`src/sv/crcwp_pkg.sv`:
```
`default_nettype none

package crcwp_pkg;

    localparam logic [7:0]  CRC_POLY          = 8'h31;
    localparam logic [7:0]  CRC_SEED          = 8'hFF;
    localparam logic [15:0] ALARM_LIMIT_RESET = 16'd800;

    // Position of the next byte within a six-byte reply
    typedef enum logic [2:0] {
        POS_W1_HI  = 3'd0,
        POS_W1_LO  = 3'd1,
        POS_W1_CRC = 3'd2,
        POS_W2_HI  = 3'd3,
        POS_W2_LO  = 3'd4,
        POS_W2_CRC = 3'd5
    } pos_t;

    typedef enum logic [1:0] {
        STAT_OK         = 2'd0,
        STAT_FIRST_BAD  = 2'd1,
        STAT_SECOND_BAD = 2'd2
    } status_t;

    typedef struct packed {
        logic        alarm;
        status_t     status;
        logic [15:0] second_word;
        logic [15:0] first_word;
    } result_t;

    // One byte of CRC-8, MSB first, unrolled over the eight bit steps
    function automatic logic [7:0] crc8_step(input logic [7:0] crc, input logic [7:0] b);
        logic [7:0] v;
        v = crc ^ b;
        for (int k = 0; k < 8; k++) begin
            if (v[7]) begin
                v = {v[6:0], 1'b0} ^ CRC_POLY;
            end else begin
                v = {v[6:0], 1'b0};
            end
        end
        return v;
    endfunction

endpackage

`default_nettype wire

```
`src/sv/crcwp_frame.sv`:
```
`default_nettype none

// Input register, reply byte tracking and CRC check; one result per reply
module crcwp_frame (
    input  wire logic              aclk,
    input  wire logic              aresetn,
    input  wire logic              in_valid,
    output logic                   in_ready,
    input  wire logic [7:0]        in_byte,
    input  wire logic              in_start,
    input  wire logic [15:0]       alarm_limit,
    output logic                   res_valid,
    input  wire logic              res_ready,
    output crcwp_pkg::result_t     res
);

    logic                vld_reg;
    logic [7:0]          byte_reg;
    logic                start_reg;

    crcwp_pkg::pos_t     pos_reg, pos_next;
    logic [7:0]          crc_reg, crc_next;
    logic [7:0]          high_reg, high_next;
    logic [15:0]         first_reg, first_next;
    logic                good_reg, good_next;
    logic [7:0]          low2_reg, low2_next;

    crcwp_pkg::pos_t     pos;
    logic [7:0]          crc_in;
    logic [7:0]          crc_calc;
    logic                is_last;
    logic                advance;

    assign pos      = start_reg ? crcwp_pkg::POS_W1_HI : pos_reg;
    assign crc_in   = (pos == crcwp_pkg::POS_W1_HI || pos == crcwp_pkg::POS_W2_HI)
                      ? crcwp_pkg::CRC_SEED : crc_reg;
    assign crc_calc = crcwp_pkg::crc8_step(crc_in, byte_reg);
    assign is_last  = vld_reg && (pos == crcwp_pkg::POS_W2_CRC);
    assign advance  = vld_reg && (!is_last || res_ready);
    assign in_ready = !vld_reg || advance;
    assign res_valid = is_last;

    // input word register
    always_ff @(posedge aclk) begin
        if (!aresetn) begin
            vld_reg <= 1'b0;
        end else if (in_valid && in_ready) begin
            vld_reg <= 1'b1;
        end else if (advance) begin
            vld_reg <= 1'b0;
        end
    end

    always_ff @(posedge aclk) begin
        if (in_valid && in_ready) begin
            byte_reg  <= in_byte;
            start_reg <= in_start;
        end
    end

    always_ff @(posedge aclk) begin
        if (!aresetn) begin
            pos_reg   <= crcwp_pkg::POS_W1_HI;
            crc_reg   <= crcwp_pkg::CRC_SEED;
            high_reg  <= 8'd0;
            first_reg <= 16'd0;
            good_reg  <= 1'b0;
            low2_reg  <= 8'd0;
        end else begin
            pos_reg   <= pos_next;
            crc_reg   <= crc_next;
            high_reg  <= high_next;
            first_reg <= first_next;
            good_reg  <= good_next;
            low2_reg  <= low2_next;
        end
    end

    always_comb begin
        pos_next   = pos_reg;
        crc_next   = crc_reg;
        high_next  = high_reg;
        first_next = first_reg;
        good_next  = good_reg;
        low2_next  = low2_reg;
        res        = '0;
        res.status = crcwp_pkg::STAT_OK;

        // result payload, only taken when is_last
        if (!good_reg) begin
            res.status = crcwp_pkg::STAT_FIRST_BAD;
        end else if (crc_reg != byte_reg) begin
            res.status = crcwp_pkg::STAT_SECOND_BAD;
        end else begin
            res.first_word  = first_reg;
            res.second_word = {high_reg, low2_reg};
            res.alarm       = first_reg > alarm_limit;
        end

        if (advance) begin
            unique case (pos)
                crcwp_pkg::POS_W1_HI: begin
                    crc_next  = crc_calc;
                    high_next = byte_reg;
                    pos_next  = crcwp_pkg::POS_W1_LO;
                end
                crcwp_pkg::POS_W1_LO: begin
                    crc_next   = crc_calc;
                    first_next = {high_reg, byte_reg};
                    pos_next   = crcwp_pkg::POS_W1_CRC;
                end
                crcwp_pkg::POS_W1_CRC: begin
                    good_next = (crc_reg == byte_reg);
                    crc_next  = crcwp_pkg::CRC_SEED;
                    pos_next  = crcwp_pkg::POS_W2_HI;
                end
                crcwp_pkg::POS_W2_HI: begin
                    crc_next  = crc_calc;
                    high_next = byte_reg;
                    pos_next  = crcwp_pkg::POS_W2_LO;
                end
                crcwp_pkg::POS_W2_LO: begin
                    crc_next  = crc_calc;
                    low2_next = byte_reg;
                    pos_next  = crcwp_pkg::POS_W2_CRC;
                end
                default: begin
                    crc_next = crcwp_pkg::CRC_SEED;
                    pos_next = crcwp_pkg::POS_W1_HI;
                end
            endcase
        end
    end

`ifndef SYNTHESIS
    a_err_zero: assert property (@(posedge aclk) disable iff (!aresetn)
        res_valid && res.status != crcwp_pkg::STAT_OK
        |-> res.first_word == 16'd0 && res.second_word == 16'd0 && !res.alarm)
        else $error("words not zeroed on CRC error");

    a_stall_only_last: assert property (@(posedge aclk) disable iff (!aresetn)
        !in_ready |-> is_last && !res_ready)
        else $error("input stalled without a blocked result");

    a_wrap: assert property (@(posedge aclk) disable iff (!aresetn)
        advance && is_last |=> pos_reg == crcwp_pkg::POS_W1_HI)
        else $error("position did not wrap after last byte");

    a_first_step: assert property (@(posedge aclk) disable iff (!aresetn)
        advance && pos == crcwp_pkg::POS_W1_HI |=> pos_reg == crcwp_pkg::POS_W1_LO)
        else $error("position did not step after first byte");
`endif

endmodule

`default_nettype wire

```
`src/sv/crcwp_skid.sv`:
```
`default_nettype none

// Result register with one skid entry; ready does not depend on m_tready
module crcwp_skid (
    input  wire logic              aclk,
    input  wire logic              aresetn,
    input  wire logic              in_valid,
    output logic                   in_ready,
    input  crcwp_pkg::result_t     in_res,
    output logic                   out_valid,
    input  wire logic              out_ready,
    output crcwp_pkg::result_t     out_res
);

    logic                main_valid_reg;
    logic                skid_valid_reg;
    crcwp_pkg::result_t  main_reg;
    crcwp_pkg::result_t  skid_reg;
    logic                push;
    logic                pop;

    assign in_ready  = !skid_valid_reg;
    assign push      = in_valid && in_ready;
    assign pop       = main_valid_reg && out_ready;
    assign out_valid = main_valid_reg;
    assign out_res   = main_reg;

    always_ff @(posedge aclk) begin
        if (!aresetn) begin
            main_valid_reg <= 1'b0;
            skid_valid_reg <= 1'b0;
        end else if (!main_valid_reg || pop) begin
            if (skid_valid_reg) begin
                main_valid_reg <= 1'b1;
                skid_valid_reg <= 1'b0;
            end else begin
                main_valid_reg <= push;
            end
        end else if (push) begin
            skid_valid_reg <= 1'b1;
        end
    end

    always_ff @(posedge aclk) begin
        if (!main_valid_reg || pop) begin
            main_reg <= skid_valid_reg ? skid_reg : in_res;
        end else if (push) begin
            skid_reg <= in_res;
        end
    end

`ifndef SYNTHESIS
    a_skid_behind_main: assert property (@(posedge aclk) disable iff (!aresetn)
        skid_valid_reg |-> main_valid_reg)
        else $error("skid entry held while main register empty");
`endif

endmodule

`default_nettype wire

```
`src/sv/crc_checked_word_pair_receiver.sv`:
```
`default_nettype none

// CRC-checked word pair receiver.
// Input stream (s_): one reply byte per word, s_tdata[7:0] = rx_byte,
// s_tuser = frame_start (byte is the first of a new reply; an open reply
// is dropped without a result). Without a start mark bytes keep counting
// and the count wraps after six, so back-to-back replies need no mark.
// A reply is: word 1 high, low, CRC-8; word 2 high, low, CRC-8
// (poly 0x31, seed 0xFF, MSB first, over each word's two bytes).
// Output stream (m_): one word per reply, given on its sixth byte.
// Path: the sixth byte lands in the input register at its handshake; once
// the skid buffer has room the result moves into the result register (or
// the skid entry while that register is held), which drives m_tvalid.
// Throughput: one byte per cycle unless a result is held (combinational CRC).
// Stalls: a held m_tready is absorbed by a one-entry skid buffer; s_tready
// drops only when a finished result cannot enter it.
// Reset (aresetn low, synchronous): byte count to reply start, CRC to 0xFF,
// output empty, alarm limit back to 800. cfg_wr_en writes the limit; write
// it only while idle.
module crc_checked_word_pair_receiver (
    input  wire logic        aclk,
    input  wire logic        aresetn,
    // slave side
    input  wire logic        s_tvalid,
    output logic             s_tready,
    input  wire logic [7:0]  s_tdata,   // [7:0] rx_byte
    input  wire logic        s_tuser,   // [0] frame_start
    // master side
    output logic             m_tvalid,
    input  wire logic        m_tready,
    output logic [31:0]      m_tdata,   // [15:0] first_word, [31:16] second_word
    output logic [2:0]       m_tuser,   // [1:0] status, [2] alarm
    // alarm limit register
    input  wire logic        cfg_wr_en,
    input  wire logic [15:0] cfg_wr_data
);

    logic [15:0]         limit_reg;
    logic                res_valid;
    logic                res_ready;
    crcwp_pkg::result_t  res;
    crcwp_pkg::result_t  out_res;

    always_ff @(posedge aclk) begin
        if (!aresetn) begin
            limit_reg <= crcwp_pkg::ALARM_LIMIT_RESET;
        end else if (cfg_wr_en) begin
            limit_reg <= cfg_wr_data;
        end
    end

    crcwp_frame u_frame (
        .aclk        (aclk),
        .aresetn     (aresetn),
        .in_valid    (s_tvalid),
        .in_ready    (s_tready),
        .in_byte     (s_tdata),
        .in_start    (s_tuser),
        .alarm_limit (limit_reg),
        .res_valid   (res_valid),
        .res_ready   (res_ready),
        .res         (res)
    );

    crcwp_skid u_skid (
        .aclk      (aclk),
        .aresetn   (aresetn),
        .in_valid  (res_valid),
        .in_ready  (res_ready),
        .in_res    (res),
        .out_valid (m_tvalid),
        .out_ready (m_tready),
        .out_res   (out_res)
    );

    assign m_tdata = {out_res.second_word, out_res.first_word};
    assign m_tuser = {out_res.alarm, out_res.status};

endmodule

`default_nettype wire

```
`config.mk`:
```
export PLATFORM = sky130hd
export DESIGN_NAME = crc_checked_word_pair_receiver
export DESIGN_NICKNAME = d
export VERILOG_FILES = /design/src/sv/crcwp_pkg.sv /design/src/sv/crcwp_frame.sv /design/src/sv/crcwp_skid.sv /design/src/sv/crc_checked_word_pair_receiver.sv
export SDC_FILE = /design/constraint.sdc
export NUM_CORES = 1
export LEC_CHECK = 0
export ABC_AREA = 1
export BUFFER_PORTS_ARGS = -buffer_cell sky130_fd_sc_hd__clkbuf_2
export CORE_MARGIN = 1.5
export CORE_UTILIZATION = 45
export CTS_CLUSTER_SIZE = 30
export DETAILED_ROUTE_END_ITERATION = 6
export RECOVER_POWER = 50
export SLEW_MARGIN = 20
export SYNTH_ARGS = -nofsm -noshare
export SYNTH_HDL_FRONTEND = slang
export SYNTH_HIERARCHICAL = 1
export SYNTH_SLANG_ARGS = --single-unit
```
`constraint.sdc`:
```
create_clock -name aclk -period 3.7 [get_ports aclk]
set_input_delay 0.185 -clock aclk [delete_from_list [all_inputs] [get_ports aclk]]
set_output_delay 0.185 -clock aclk [all_outputs]
set_load 0.02 [all_outputs]
```
==> run summary <==
Clock insertion delay at the later pin of the skew report: 0.42 ns
Core Footprint: 0.0139 mm²
Tot GR Track Use: 0.193
Max cap viols: 2
Multi-input gate area: 0.00224 mm²
Synth Area in Simple Gates: 0.225
RSZ-0062 raised after global routing: false
IO Port Bufs: 66
#FFs+latches synth: 142
Worst Hold Class: in -> reg
Clock power frac: 0.462
DR pass1 iterations: 5
Clk buf depth: 2
DR vias: 4,835
Violations in the final reports: capacitance limit, slew limit
Initial antenna violation count: 0
Gate power share: 0.087
Switch share: 0.233
Worst-path clk slew: 0.06 ns
Layout Nets: 861
Crit path buffers/inverters: 2
Final Util: 0.541
Synthesized area per cell: 8.76 µm²
Vias in the first global route: 4,519
Drt total wl: 13.4 mm
H-tree depth: 4
Setup crit end kind: register
Die height: 123 µm
Die area: 0.0151 mm²
DRT antenna net count: 0
Crit path DAT: 3.03 ns
Final setup fails: 0
# diodes: 0
Critical path class: reg -> reg
Crit path top cell by count: nand2_1
Num CTS Buffers: 17
Dpl ws: 1.29 ns
CP required: 3.99 ns
Net switching power figure: 0.891 mW
Site Rows: 43
Pint: 2.94 mW
Post-CTS Setup Inserts: 0
Warnings, synthesis: 6
M2 GR Usage: 0.296
CTS Sinks: 142
Slack of the critical path: 0.959 ns
Crit path max-delay family: simple AND/OR/NAND/NOR gates
Global route hottest layer: met2
P_leak: 3.28 nW
Largest net degree at the start of global routing: 50
Final period util: 0.741
CTS Root Cell: clkbuf_16
Final Slew Violations: 74
Drt wl/cell: 13.2 µm
Slew at the pin with the worst max-slew slack: 1.85 ns
First DRT Iteration DRCs: 373
DP HPWL: 9.19 mm
Met3 usage: 0.0483
Grt ovf: 0
Syn Nets: 782
Cell taking the most area after synthesis: edfxtp_1
I/O pins: 67
Max transition margin: -0.233
Die width: 123 µm
Compound-gate portion of the synthesized area: 0.0832
Multiplexer share of the synthesized area: 0
Share of cells above drive strength 1: 0.106
Global-route wire length before repair: 22.3 mm
GPL Wtd Cong: 0.909
DRC errors left: 0
Initial Utilization: 0.463
Cell Chain, Critical Path: inv_1 -> nand2_1 -> inv_1 -> nand2_1 -> nor4_1 -> nor2_1 -> nand2_1 -> o21ai_0 -> a21oi_1
Crit path largest cell delay: 0.77 ns
Synthesis-to-layout area growth: 17.0%
Sequential area share after synthesis: 0.563
Synth top area share: 0.368
Setup_tns: 0 ns
Peak supply drop: 321 µV
Commonest non-fill, non-tap cell in the layout: nand2_1
Yosys cell types: 34
Final Hold Violating Endpoints: 0
Worst Clk Skew: 0.0110 ns
Post-Synth Adder-Cell Area: 0.0310
Max Fclk: 0.365 GHz
CP Launch Type: register
Slowest stage cell, crit path: nor2_1
Post-Syn Instances: 736
Register area: 0.00363 mm²
Post-synth EDFFs: 79
Final min period: 2.74 ns
Largest family of logic cells by synthesized area: simple AND/OR/NAND/NOR gates
Synthesized cell area: 0.00645 mm²
Pwr/cell area: 508 mW/mm²
Most frequent cells in the layout: 226 x nand2_1, 93 x inv_1, 79 x edfxtp_1
Grt met1 use: 0.264
Outcome: finished, violations left
Post-synthesis xor/xnor area fraction: 0.0109
Vias per cell: 4.80
Fillers: 1,315
Sequential power share: 0.451
Prevailing post-synth register cell: edfxtp_1
CTS tree: built
Async SR Flop Fraction: 0
Crit-path max FO: 18
Synth area leaders: edfxtp_1 37%, dfxtp_1 20%, nand2_1 13%
[cells in the mapped netlist (2+ instances only)]
library cell and count:
clkbuf_1 10, ha_1 16, o21ai_2 3, nor2_2 4, nor2_1 72, buf_2 2, buf_6 9, inv_2 6
o21ai_0 35, nand4_1 2, xnor2_1 3, buf_4 5, nand2_4 3, nor3_1 3, nand2_1 226, o211ai_1 5
edfxtp_1 79, nand3_1 27, xor2_1 5, inv_1 93, a211oi_1 6, a21oi_1 42, nand2_2 7, dfxtp_1 63
[stage by stage]
stage	cell area (µm²)	power [mW]	std cells	hold WS, ns
6_report	7540	3.83	1008	0.0369
5_1_grt	7540	3.99	1008	0.0489
4_1_cts	7620	3.87	1008	0.0252
3_5_place_dp	6880	2.08	963	0.364
3_3_place_gp	6880	2.08	963	0.364
2_1_floorplan	6450	2.00	736	0.284
[layout make-up]
cell class	count	share of cell area
flip-flops and latches	142	0.482
inverters	99	0.0493
clock inverters	15	0.0254
multi-input cells	469	0.297
repair buffers	86	0.0602
well taps	180	0.0299
clock buffers	17	0.0564
[repair_timing]
| item | 4_1_cts | 5_1_grt |
|---|---|---|
| endpoints found under the hold margin | 13 | 0 |
| hold buffers | 13 | 0 |
| gates resized for setup | 0 | 0 |
[worst paths after layout]
kind,start,endpoint,slack [ns],cells after the start
min reg2reg,limit_reg[5],limit_reg[5],0.45,2
min,cfg_wr_data[15],limit_reg[15],0.04,5
max,u_frame/start_reg,u_frame/low2_reg[6],0.96,9
max reg2reg,u_frame/start_reg,u_frame/low2_reg[6],0.96,9
[power groups by stage]
stage                     clock, mW  combinational, mW  sequential [mW]
after floorplan                   0              0.256             1.75
after global placement            0              0.316             1.76
after detailed placement          0              0.322             1.76
after CTS                      1.80              0.334             1.73
after global routing           1.88              0.385             1.73
final                          1.77              0.334             1.73
[cell families (layout without fill, tap and decap cells)]
| kind of cell | count (synthesis) | in the layout |
|---|---|---|
| compound gates | 96 | 96 |
| xor+xnor | 8 | 8 |
| fa+ha+maj | 16 | 16 |
| buf+inv | 125 | 217 |
| flops | 142 | 142 |
| simple gates | 349 | 349 |
[worst register-to-register path: stages, from the launching register on]
cell,delay (ns)
edfxtp_1,0.32
inv_1,0.09
nand2_1,0.19
inv_1,0.08
nand2_1,0.11
nor4_1,0.09
nor2_1,0.77
nand2_1,0.55
o21ai_0,0.35
a21oi_1,0.07
[per-layer routing]
layer | vias to the layer above | share of wire | routed length, µm
li1 | 2515 | - | -
met1 | 2200 | 0.49 | 6510
met2 | 102 | 0.45 | 6030
met3 | 18 | 0.045 | 607
met4 | 0 | 0.015 | 201
met5 | - | 0 | 0
(Power assumes the default switching activity.)
